`config.mk`:
```
export PLATFORM = sky130hd
export DESIGN_NAME = servo_pi_regulator_q24_flat
export DESIGN_NICKNAME = d
export VERILOG_FILES = /design/src/rtl/core/spr_pkg.sv /design/src/rtl/core/spr_in_if.sv /design/src/rtl/core/spr_out_if.sv /design/src/rtl/core/spr_cfg_regs.sv /design/src/rtl/core/spr_qmul.sv /design/src/rtl/core/servo_pi_regulator_q24.sv /design/src/flat_wrapper.sv
export SDC_FILE = /design/constraint.sdc
export NUM_CORES = 2
export LEC_CHECK = 0
export BUFFER_PORTS_ARGS = -buffer_cell sky130_fd_sc_hd__buf_4
export CORE_ASPECT_RATIO = 0.5
export CORE_MARGIN = 8
export CORE_UTILIZATION = 50
export DETAILED_ROUTE_END_ITERATION = 7
export PLACE_DENSITY = 0.66
export SYNTH_ARGS = -nofsm -noshare
export SYNTH_HDL_FRONTEND = slang
export SYNTH_SLANG_ARGS = --single-unit
```
`constraint.sdc`:
```
create_clock -name clk -period 13 [get_ports clk]
set_input_delay 1.95 -clock clk [delete_from_list [all_inputs] [get_ports clk]]
set_output_delay 1.95 -clock clk [all_outputs]
set_load 0.05 [all_outputs]
```
`src/rtl/core/spr_pkg.sv`:
```
// Shared types, constants and clamp helpers of the Q8.24 servo regulator.
package spr_pkg;

	localparam int Q_W = 32;
	localparam int FRAC_W = 24;

	typedef logic signed [Q_W-1:0] q24_t;

	localparam q24_t Q24_ONE = 32'sd16777216;
	localparam q24_t Q24_NEG_ONE = -32'sd16777216;

	// Gain scheduling and integral separation bands
	localparam q24_t SPEED_BAND_LOW = 32'sd0;
	localparam q24_t SPEED_BAND_HIGH = 32'sd16777216;
	localparam q24_t ERR_SEP_LOW = -32'sd8388608;
	localparam q24_t ERR_SEP_HIGH = 32'sd8388608;

	typedef enum logic [1:0] {
		MODE_CURRENT_PI,
		MODE_SPEED_PI,
		MODE_SPEED_PFF,
		MODE_POSITION_P
	} loop_mode_t;

	localparam int CFG_IDX_W = 3;

	typedef enum logic [CFG_IDX_W-1:0] {
		REG_LOOP_MODE,
		REG_KP_NORMAL,
		REG_KP_BAND,
		REG_KI_NORMAL,
		REG_KI_SEPARATED,
		REG_KC_GAIN,
		REG_OUT_MAX,
		REG_OUT_MIN
	} reg_index_t;

	typedef struct packed {
		loop_mode_t loop_mode;
		q24_t       kp_normal;
		q24_t       kp_band;
		q24_t       ki_normal;
		q24_t       ki_separated;
		q24_t       kc_gain;
		q24_t       out_max;
		q24_t       out_min;
	} spr_cfg_t;

	// Inclusive limit: upper test wins when limits cross
	function automatic q24_t clamp_ge(input q24_t x, input q24_t hi, input q24_t lo);
		q24_t r;
		if (x >= hi) begin
			r = hi;
		end else if (x <= lo) begin
			r = lo;
		end else begin
			r = x;
		end
		return r;
	endfunction

	// Strict limit used by the position loop
	function automatic q24_t clamp_gt(input q24_t x, input q24_t hi, input q24_t lo);
		q24_t r;
		if (x > hi) begin
			r = hi;
		end else if (x < lo) begin
			r = lo;
		end else begin
			r = x;
		end
		return r;
	endfunction

endpackage

```
`src/rtl/core/spr_in_if.sv`:
```
// Sample channel: valid/ready handshake carrying one controller sample.
interface spr_in_if;
	import spr_pkg::*;

	logic valid;
	logic ready;
	q24_t reference;
	q24_t feedback;
	q24_t feedforward;
	q24_t shaft_speed;
	q24_t position_error;

	modport source (
		output valid, reference, feedback, feedforward, shaft_speed, position_error,
		input  ready
	);

	modport sink (
		input  valid, reference, feedback, feedforward, shaft_speed, position_error,
		output ready
	);

endinterface

```
`src/rtl/core/spr_out_if.sv`:
```
// Result channel: valid/ready handshake carrying one drive value.
interface spr_out_if;
	import spr_pkg::*;

	logic valid;
	logic ready;
	q24_t drive;
	logic saturated;

	modport source (
		output valid, drive, saturated,
		input  ready
	);

	modport sink (
		input  valid, drive, saturated,
		output ready
	);

endinterface

```
`src/rtl/core/spr_cfg_regs.sv`:
```
// Configuration register file of the servo regulator.
module spr_cfg_regs import spr_pkg::*; (
	input  logic                 clk,
	input  logic                 arst_n,
	input  logic                 cfg_wr_en,
	input  logic [CFG_IDX_W-1:0] cfg_index,
	input  logic [Q_W-1:0]       cfg_data,
	output spr_cfg_t             cfg
);

	// One register written per enabled cycle
	always_ff @(posedge clk or negedge arst_n) begin
		if (!arst_n) begin
			cfg.loop_mode    <= MODE_CURRENT_PI;
			cfg.kp_normal    <= '0;
			cfg.kp_band      <= '0;
			cfg.ki_normal    <= '0;
			cfg.ki_separated <= '0;
			cfg.kc_gain      <= '0;
			cfg.out_max      <= Q24_ONE;
			cfg.out_min      <= Q24_NEG_ONE;
		end else if (cfg_wr_en) begin
			case (reg_index_t'(cfg_index))
				REG_LOOP_MODE:    cfg.loop_mode    <= loop_mode_t'(cfg_data[1:0]);
				REG_KP_NORMAL:    cfg.kp_normal    <= q24_t'(cfg_data);
				REG_KP_BAND:      cfg.kp_band      <= q24_t'(cfg_data);
				REG_KI_NORMAL:    cfg.ki_normal    <= q24_t'(cfg_data);
				REG_KI_SEPARATED: cfg.ki_separated <= q24_t'(cfg_data);
				REG_KC_GAIN:      cfg.kc_gain      <= q24_t'(cfg_data);
				REG_OUT_MAX:      cfg.out_max      <= q24_t'(cfg_data);
				REG_OUT_MIN:      cfg.out_min      <= q24_t'(cfg_data);
				default: begin
				end
			endcase
		end
	end

endmodule

```
`src/rtl/core/spr_qmul.sv`:
```
// Shared Q8.24 multiplier: registered 64-bit product, result is product >> 24.
module spr_qmul import spr_pkg::*; (
	input  logic clk,
	input  logic issue,
	input  q24_t a,
	input  q24_t b,
	output q24_t q
);

	logic signed [2*Q_W-1:0] prod_q;

	// Product holds until the next issue
	always_ff @(posedge clk) begin
		if (issue) begin
			prod_q <= a * b;
		end
	end

	// Floor shift, low word kept
	assign q = prod_q[FRAC_W+Q_W-1:FRAC_W];

endmodule

```
`src/rtl/core/servo_pi_regulator_q24.sv`:
```
// Q8.24 servo regulator top level: sequencer around one shared multiplier.
// Sequence, sample beat to result valid: ERR, MUL, UP, FIN in modes 0, 2 and 3; ERR, MUL,
// UP, KI, KC, SUM, FIN in mode 1. No new sample is taken until the sequencer is back in IDLE,
// as the multiplies are issued one after another to the single registered multiplier.
// A finished result waits in its output register while the next sample is taken.
// Reset (arst_n low): registers to reset values, integrator/sat/last error cleared.
module servo_pi_regulator_q24 import spr_pkg::*; (
	input  logic                 clk,
	input  logic                 arst_n,
	spr_in_if.sink               sample,
	spr_out_if.source            result,
	input  logic                 cfg_wr_en,
	input  logic [CFG_IDX_W-1:0] cfg_index,
	input  logic [Q_W-1:0]       cfg_data
);

	typedef enum logic [2:0] {
		ST_IDLE,
		ST_ERR,
		ST_MUL,
		ST_UP,
		ST_KI,
		ST_KC,
		ST_SUM,
		ST_FIN
	} state_t;

	state_t   state_q;
	spr_cfg_t cfg;

	q24_t ref_q, fdb_q, ff_q, spd_q, perr_q;
	q24_t e_q, kp_q, ki_q, up_q, u_q, acc_q;
	q24_t integ_q, sat_err_q, last_err_q;
	logic res_valid_q, res_sat_q;
	q24_t res_drive_q;

	logic mul_issue;
	q24_t mul_a, mul_b, mul_q;

	q24_t e_raw, e_next, kp_band_sel, kp_next, ki_next;
	q24_t drive_fin, sat_fin, integ_fin;
	logic sep_active, in_band, out_free, res_load;

	spr_cfg_regs u_cfg (
		.clk       (clk),
		.arst_n    (arst_n),
		.cfg_wr_en (cfg_wr_en),
		.cfg_index (cfg_index),
		.cfg_data  (cfg_data),
		.cfg       (cfg)
	);

	spr_qmul u_mul (
		.clk   (clk),
		.issue (mul_issue),
		.a     (mul_a),
		.b     (mul_b),
		.q     (mul_q)
	);

	// Error term and gain selection from the captured sample
	always_comb begin
		e_raw = ref_q - fdb_q + ((cfg.loop_mode == MODE_SPEED_PFF) ? ff_q : '0);
		case (cfg.loop_mode)
			MODE_SPEED_PI: begin
				e_next = clamp_ge(e_raw, Q24_ONE, Q24_NEG_ONE);
			end
			MODE_POSITION_P: begin
				e_next = perr_q;
			end
			default: begin
				e_next = e_raw;
			end
		endcase
		in_band     = (spd_q < SPEED_BAND_HIGH) && (spd_q > SPEED_BAND_LOW);
		kp_band_sel = in_band ? cfg.kp_band : cfg.kp_normal;
		sep_active  = (last_err_q > ERR_SEP_HIGH) || (last_err_q < ERR_SEP_LOW);
		kp_next     = cfg.kp_normal;
		ki_next     = cfg.ki_normal;
		case (cfg.loop_mode)
			MODE_SPEED_PI: begin
				kp_next = sep_active ? cfg.kp_normal : kp_band_sel;
				ki_next = sep_active ? cfg.ki_separated : cfg.ki_normal;
			end
			MODE_SPEED_PFF: begin
				kp_next = kp_band_sel;
			end
			default: begin
			end
		endcase
	end

	// Operand select for the shared multiplier
	always_comb begin
		mul_issue = 1'b0;
		mul_a     = kp_q;
		mul_b     = e_q;
		case (state_q)
			ST_MUL: begin
				mul_issue = 1'b1;
			end
			ST_UP: begin
				mul_issue = (cfg.loop_mode == MODE_CURRENT_PI) ||
					(cfg.loop_mode == MODE_SPEED_PI);
				mul_a     = ki_q;
				mul_b     = mul_q;
			end
			ST_KI: begin
				mul_issue = 1'b1;
				mul_a     = cfg.kc_gain;
				mul_b     = sat_err_q;
			end
			default: begin
			end
		endcase
	end

	// Output limiting and current-loop integrator update
	always_comb begin
		if (cfg.loop_mode == MODE_POSITION_P) begin
			drive_fin = clamp_gt(u_q, cfg.out_max, cfg.out_min);
		end else begin
			drive_fin = clamp_ge(u_q, cfg.out_max, cfg.out_min);
		end
		sat_fin   = drive_fin - u_q;
		integ_fin = clamp_ge(integ_q + mul_q, cfg.out_max, cfg.out_min);
		out_free  = !res_valid_q || result.ready;
		res_load  = (state_q == ST_FIN) && out_free;
	end

	// Sequencer, datapath registers and result register
	always_ff @(posedge clk or negedge arst_n) begin
		if (!arst_n) begin
			state_q     <= ST_IDLE;
			ref_q       <= '0;
			fdb_q       <= '0;
			ff_q        <= '0;
			spd_q       <= '0;
			perr_q      <= '0;
			e_q         <= '0;
			kp_q        <= '0;
			ki_q        <= '0;
			up_q        <= '0;
			u_q         <= '0;
			acc_q       <= '0;
			integ_q     <= '0;
			sat_err_q   <= '0;
			last_err_q  <= '0;
			res_valid_q <= 1'b0;
			res_sat_q   <= 1'b0;
			res_drive_q <= '0;
		end else begin
			if (res_load) begin
				res_valid_q <= 1'b1;
			end else if (result.ready) begin
				res_valid_q <= 1'b0;
			end
			case (state_q)
				ST_IDLE: begin
					if (sample.valid) begin
						ref_q   <= sample.reference;
						fdb_q   <= sample.feedback;
						ff_q    <= sample.feedforward;
						spd_q   <= sample.shaft_speed;
						perr_q  <= sample.position_error;
						state_q <= ST_ERR;
					end
				end
				ST_ERR: begin
					e_q        <= e_next;
					last_err_q <= e_next;
					kp_q       <= kp_next;
					ki_q       <= ki_next;
					state_q    <= ST_MUL;
				end
				ST_MUL: begin
					state_q <= ST_UP;
				end
				ST_UP: begin
					up_q <= mul_q;
					case (cfg.loop_mode)
						MODE_CURRENT_PI: begin
							u_q     <= mul_q + integ_q;
							state_q <= ST_FIN;
						end
						MODE_SPEED_PI: begin
							state_q <= ST_KI;
						end
						default: begin
							u_q     <= mul_q;
							state_q <= ST_FIN;
						end
					endcase
				end
				ST_KI: begin
					acc_q   <= integ_q + mul_q;
					state_q <= ST_KC;
				end
				ST_KC: begin
					integ_q <= clamp_ge(acc_q + mul_q, cfg.out_max, cfg.out_min);
					state_q <= ST_SUM;
				end
				ST_SUM: begin
					u_q     <= up_q + integ_q;
					state_q <= ST_FIN;
				end
				ST_FIN: begin
					if (out_free) begin
						res_drive_q <= drive_fin;
						res_sat_q   <= (drive_fin != u_q);
						state_q     <= ST_IDLE;
						if (cfg.loop_mode != MODE_POSITION_P) begin
							sat_err_q <= sat_fin;
						end
						if (cfg.loop_mode == MODE_CURRENT_PI) begin
							integ_q <= integ_fin;
						end else if (cfg.loop_mode == MODE_SPEED_PFF) begin
							integ_q <= '0;
						end
					end
				end
				default: begin
					state_q <= ST_IDLE;
				end
			endcase
		end
	end

	assign sample.ready     = (state_q == ST_IDLE);
	assign result.valid     = res_valid_q;
	assign result.drive     = res_drive_q;
	assign result.saturated = res_sat_q;

endmodule

```
`src/flat_wrapper.sv`:
```
// flat-port wrapper written by rule: the top's interface ports become plain ports
module servo_pi_regulator_q24_flat import spr_pkg::*;
  (clk, arst_n, cfg_wr_en, cfg_index, cfg_data, sample_valid, sample_reference, sample_feedback, sample_feedforward, sample_shaft_speed, sample_position_error, sample_ready, result_valid, result_drive, result_saturated, result_ready);
  spr_in_if sample_i ();
  spr_out_if result_i ();
  input  logic clk;
  input  logic arst_n;
  input  logic cfg_wr_en;
  input  logic [CFG_IDX_W-1:0] cfg_index;
  input  logic [Q_W-1:0] cfg_data;
  input wire logic [$bits(sample_i.valid)-1:0] sample_valid;
  input wire logic [$bits(sample_i.reference)-1:0] sample_reference;
  input wire logic [$bits(sample_i.feedback)-1:0] sample_feedback;
  input wire logic [$bits(sample_i.feedforward)-1:0] sample_feedforward;
  input wire logic [$bits(sample_i.shaft_speed)-1:0] sample_shaft_speed;
  input wire logic [$bits(sample_i.position_error)-1:0] sample_position_error;
  output wire logic [$bits(sample_i.ready)-1:0] sample_ready;
  output wire logic [$bits(result_i.valid)-1:0] result_valid;
  output wire logic [$bits(result_i.drive)-1:0] result_drive;
  output wire logic [$bits(result_i.saturated)-1:0] result_saturated;
  input wire logic [$bits(result_i.ready)-1:0] result_ready;
  assign sample_i.valid = sample_valid;
  assign sample_i.reference = sample_reference;
  assign sample_i.feedback = sample_feedback;
  assign sample_i.feedforward = sample_feedforward;
  assign sample_i.shaft_speed = sample_shaft_speed;
  assign sample_i.position_error = sample_position_error;
  assign sample_ready = sample_i.ready;
  assign result_valid = result_i.valid;
  assign result_drive = result_i.drive;
  assign result_saturated = result_i.saturated;
  assign result_i.ready = result_ready;
  servo_pi_regulator_q24 u_core (.clk(clk), .arst_n(arst_n), .sample(sample_i), .result(result_i), .cfg_wr_en(cfg_wr_en), .cfg_index(cfg_index), .cfg_data(cfg_data));
endmodule
```
* Yosys cells after proc, flatten, opt, wreduce, memory -nomap -nowiden
Cells that the tools add are included.
** Cells by class
- Add/subtract/negate cells :: 6
- Reduce and logical (&&, ||, !) cells :: 27
- $lt $le $gt $ge :: 14
- Equality and inequality tests :: 23
- Multiplexer cells :: 33
- Multipliers :: 1
** Operators with widths (count)
- $mux W32 :: 19
- $pmux W32 S2 :: 7
- $add A32 B32 Y32 :: 4
- $ge A32 B32 Y1 :: 3
- $le A32 B32 Y1 :: 3
- $sub A32 B32 Y32 :: 2
- $mul A32 B32 Y56 :: 1
- $ge A32 B26 Y1 const B :: 1
- $gt A32 B1 Y1 const B :: 1
- $gt A32 B25 Y1 const B :: 1
- $gt A32 B32 Y1 :: 1
- $le A32 B25 Y1 const B :: 1
- $lt A32 B24 Y1 const B :: 1
- $lt A32 B26 Y1 const B :: 1
- $lt A32 B32 Y1 :: 1
- $ne A32 B32 Y1 :: 1
- $eq A3 B3 Y1 const B :: 8
- $pmux W3 S8 :: 1
- $reduce_and A2 Y1 :: 12
- $eq A3 B2 Y1 const B :: 4
- $eq A3 B1 Y1 const B :: 2
- $logic_not A3 Y1 :: 2
- $mux W3 :: 2
- $ne A2 B2 Y1 const B :: 3
- other kinds (14) :: 22
** Word-level totals
- Logic and storage cells :: 130
- Register bits :: 735
- Output and inout bits :: 35

* Longest topological paths before layout
- Depth in word-level cells :: 7
- Gate-level depth with buffers :: 38
- Mapped depth without buffers :: 33

* Cells and area by module
A second synthesis with hierarchy kept.
** Unflattened totals
- Cell total of the unflattened synthesis :: 8311
- Area total of the unflattened synthesis :: 79013.3 µm²
** By module, submodules not included
- servo_pi_regulator_q24 :: cells each 4301, times used 1, area each 36585.1 µm²
- spr_qmul :: cells each 3522, times used 1, area each 33515.9 µm²
- spr_cfg_regs :: cells each 488, times used 1, area each 8912.3 µm²

* Worst setup path before layout
No wires, ideal clock.
- Path kind :: reg-to-reg
- Start :: reg u_core.state_q[0]
- End :: reg u_core.u_mul.prod_q[48], data pin
- Period minus slack after synthesis :: 9.612 ns
- Setup slack :: 3.388 ns
- Required time :: 12.740 ns
- Stages on the path, launching flop included :: 33
- Arrival time :: 9.352 ns
- Cells stage by stage :: dfrtp_1 > buf_2 > nor3b_2 > buf_2 > buf_1 > clkbuf_1 > buf_2 > mux2i_1 > o21a_1 > clkbuf_1 > nor2_1 > fa_1 > fa_1 > inv_1 > fa_1 > fa_1 > inv_1 > fa_1 > fa_1 > fa_1 > fa_1 > ha_1 > a21o_1 > a21oi_1 > nand2_1 > and3_1 > and2_0 > a211o_1 > a211oi_4 > o21ai_1 > a41o_1 > a21oi_1 > xnor2_1
** On the way
- Longest elaborated chain between the ends :: 3
- Elaborated cells between the ends (all ways) :: 5
** RTL lines
- start, declared :: RTL line servo_pi_regulator_q24.sv:28 : state_t state_q;
- start signal, assigned :: RTL line servo_pi_regulator_q24.sv:134 : state_q <= ST_IDLE;
- start signal, assigned :: RTL line servo_pi_regulator_q24.sv:166 : state_q <= ST_ERR;
- start signal, assigned :: RTL line servo_pi_regulator_q24.sv:174 : state_q <= ST_MUL;
- $eq A3 B3 Y1 or $eq A3 B2 Y1 (tied branches) :: RTL line servo_pi_regulator_q24.sv:98 : case (state_q)
- $pmux W32 S2 :: RTL line servo_pi_regulator_q24.sv:98
- $mul A32 B32 Y56 (*) :: RTL line spr_qmul.sv:15 : prod_q <= a * b;
- end signal, assigned :: RTL line spr_qmul.sv:15
- end, declared :: RTL line spr_qmul.sv:10 : logic signed [2*Q_W-1:0] prod_q;
Every way passes the cells marked *; elsewhere a longest branch is shown, timed or not.
A chain may end at the register's enable or synchronous reset.

* Worst setup path after layout
Ends and elaborated chain as after synthesis.

==> out/metrics.cfg <==
[outcome]
status=complete, but fails checks
violations=max-capacitance violations

[logic_synthesis]
avgSynthCellArea_sq_um=9.36
ys_types=95
syn_inst=8250
yosys_warnings=0
ys_seq_area_share_pct=23.3
mappedNetlistNets=9990
synth_edf_count=32
ys_ff_latch=711
async_reset_ff_share_pct=95.5
synth_ff_type=dfrtp_1
syn_area_sq_um=77200

[setup_path]
endpoint_kind=register
crit_type=reg2reg
worstSetupEndpoint=u_core.u_mul.prod_q[48]
worst_path_most_repeated_cell=fa_1
arrival_ns=12.64
rr_endpoint=u_core.u_mul.prod_q[48]
r2r_start=u_core.state_q[0]
reg2regPathDepth=31
crit_path_start=u_core.state_q[0]
cp_data_required_time_ns=13.39
start_kind=register
reg2reg_setup_slack_ns=0.75
slowest_stage=dfrtp_1
worstPathMaxFanout=96
slowest_delay_ns=0.91

[clock_tree]
clk_pin_slew_ns=0.07
clock_latency_ns=0.68
cts_made_buffers=70
root_buffer=clkbuf_16
tritoncts=yes
cts_resized=0
clockBufferDepth=3
cts_setup_buffers=0
clock_sinks=711
cts_hold_buffers=0
htreeDepth=3

[global_routing]
grt_pass1_vias=63100
antenna_found_initial=34
grt_max_degree=152
gr-usage-all-layers_pct=33.0
grt_pass1_wl_mm=411
overflow=0

[cells_and_area]
drive_above_1_share_pct=12.2
seq_area_sq_um=18000
final_cell_mix=1192 x nand2_1, 1128 x inv_1, 1017 x fa_1
fillerInstances=14000
final_area_sq_um=84000
mostFrequentLayoutCell=nand2_1
area_growth_pct=8.90
nets=10000
multiInputGateArea_sq_um=53700

[detailed_routing]
ant_nets=0
via_per_inst=6.01
routed_wl_mm=278
wl_per_cell_um=26.6
drc_errors=0
dr.first_iter.drc_count=6366
vias=62800
first_pass_iters=6

[timing]
worst_slew_pin_slew_ns=1.50
setup_slack_ns=0.749
timing.final.crit_share_pct=94.2
drv_slew=0
fmax_mhz=81.6
setup_viol=0
finalCriticalPeriod_ns=12.25
hold_violations=0
finalClockSkew_ns=0.0363
whs_ns=0.478
setup_tns_ns=0
rsz0062_at_grt=false
max-slew-margin-rel_pct=0.155

[die]
fp.dieH_um=294
core_area_sq_um=154000
fp.dieArea_sq_um=168000
boundaryPins=235
die_w_um=572
fp-row-count=102
start_util_pct=50.1

[job]
drv_cap=1

[placement]
routabilityCongestion=1.01
place_ws_ns=1.10
post_dp_cell_area_sq_um=81500
hpwlAfterDp_mm=214
port_buffers=234

[worst_hold_path]
hold_path.class=reg2reg

[critical path: cells and delay by family, from the launching register on]
kind / cells / cell delay [ns]
and+or+nand+nor: 6 / 2.34
AOI/OAI and AO/OA: 11 / 4.20
buffers and inverters: 4 / 0.58
adders and majority gates: 9 / 3.71
xor gates and xnor gates: 1 / 0.14
DFF: 1 / 0.91
[logic make-up after synthesis]
group / share of synthesized area, %
compound gates: 11.6
xor+xnor: 2.26
fa+ha+maj: 34.9
buf+inv: 7.49
flops: 23.3
mux: 8.19
simple gates: 12.3
[sequential cells by signal, indices dropped and copies added, names as in the netlist]
name                     flops
u_core.u_mul.prod_q         32
u_core.spd_q                32
u_core.acc_q                32
u_core.ref_q                32
u_core.result.valid          1
u_core.kp_q                 32
u_core.integ_q              32
u_core.fdb_q                32
u_core.sat_err_q            32
u_core.u_q                  32
u_core.result.saturated      1
u_core.perr_q               32
u_core.state_q               3
u_core.ki_q                 32
u_core.ff_q                 32
u_core.u_cfg.cfg           226
u_core.last_err_q           32
u_core.up_q                 32
u_core.result.drive         32
[per-stage QoR]
stage	instances	utilization, %
3_3_place_gp	10300	52.9
2_1_floorplan	8250	-
6_report	10500	54.6
5_1_grt	10400	54.5
4_1_cts	10400	54.5
3_5_place_dp	10300	52.9
[how the worst min path moves through the flow]
stage | slack (ns) | from | cells after the start | endpoint
floorplan | 0.44 | u_core.sat_err_q[0] | 2 | u_core.sat_err_q[0]
global placement | 0.46 | u_core.ki_q[2] | 2 | u_core.ki_q[2]
detailed placement | 0.47 | u_core.ki_q[27] | 2 | u_core.ki_q[27]
CTS | 0.48 | u_core.ki_q[27] | 2 | u_core.ki_q[27]
global route | 0.50 | u_core.ki_q[27] | 2 | u_core.ki_q[27]
finish | 0.48 | u_core.acc_q[6] | 2 | u_core.acc_q[6]
[layout make-up]
class,count,share of cell area [%]
well taps,2080,3.10
clock buffers,94,2.47
inverters,1129,5.04
flip-flops and latches,711,21.4
repair buffers,381,3.50
multi-input cells,6014,63.9
clock inverters,31,0.539
diodes,13,0.0387
[synthesized netlist by cell type (34+ instances only)]
cell / count / area, sq um
clkbuf_1: 326 / 1220
inv_1: 1128 / 4230
mux2i_1: 157 / 1570
o21a_1: 65 / 488
o21bai_1: 35 / 263
nand3_1: 83 / 415
nor3_1: 50 / 250
nand2b_1: 40 / 250
o21ai_0: 365 / 1830
ha_1: 523 / 6540
fa_1: 1017 / 20400
dfrtp_1: 670 / 16800
o22ai_1: 44 / 275
o211ai_1: 174 / 1310
xnor2_1: 130 / 1140
a21o_1: 156 / 1170
mux2_2: 422 / 4750
nand2_1: 1192 / 4470
nand4_1: 64 / 400
xor2_1: 69 / 604
a21oi_1: 346 / 1730
buf_2: 34 / 170
nor2_1: 684 / 2570
a211oi_1: 35 / 263
[metal layers]
layer | vias up | global-route usage (%) | wire, um
met3 | 659 | 10.3 | 34500
met2 | 3249 | 49.6 | 120000
met4 | 10 | 12.3 | 12100
met5 | - | 0.431 | 158
li1 | 27100 | - | -
met1 | 31800 | 44.8 | 111000
Power is not shown: default switching activity piles up to over one toggle a cycle in this logic, so the estimate is an artifact.
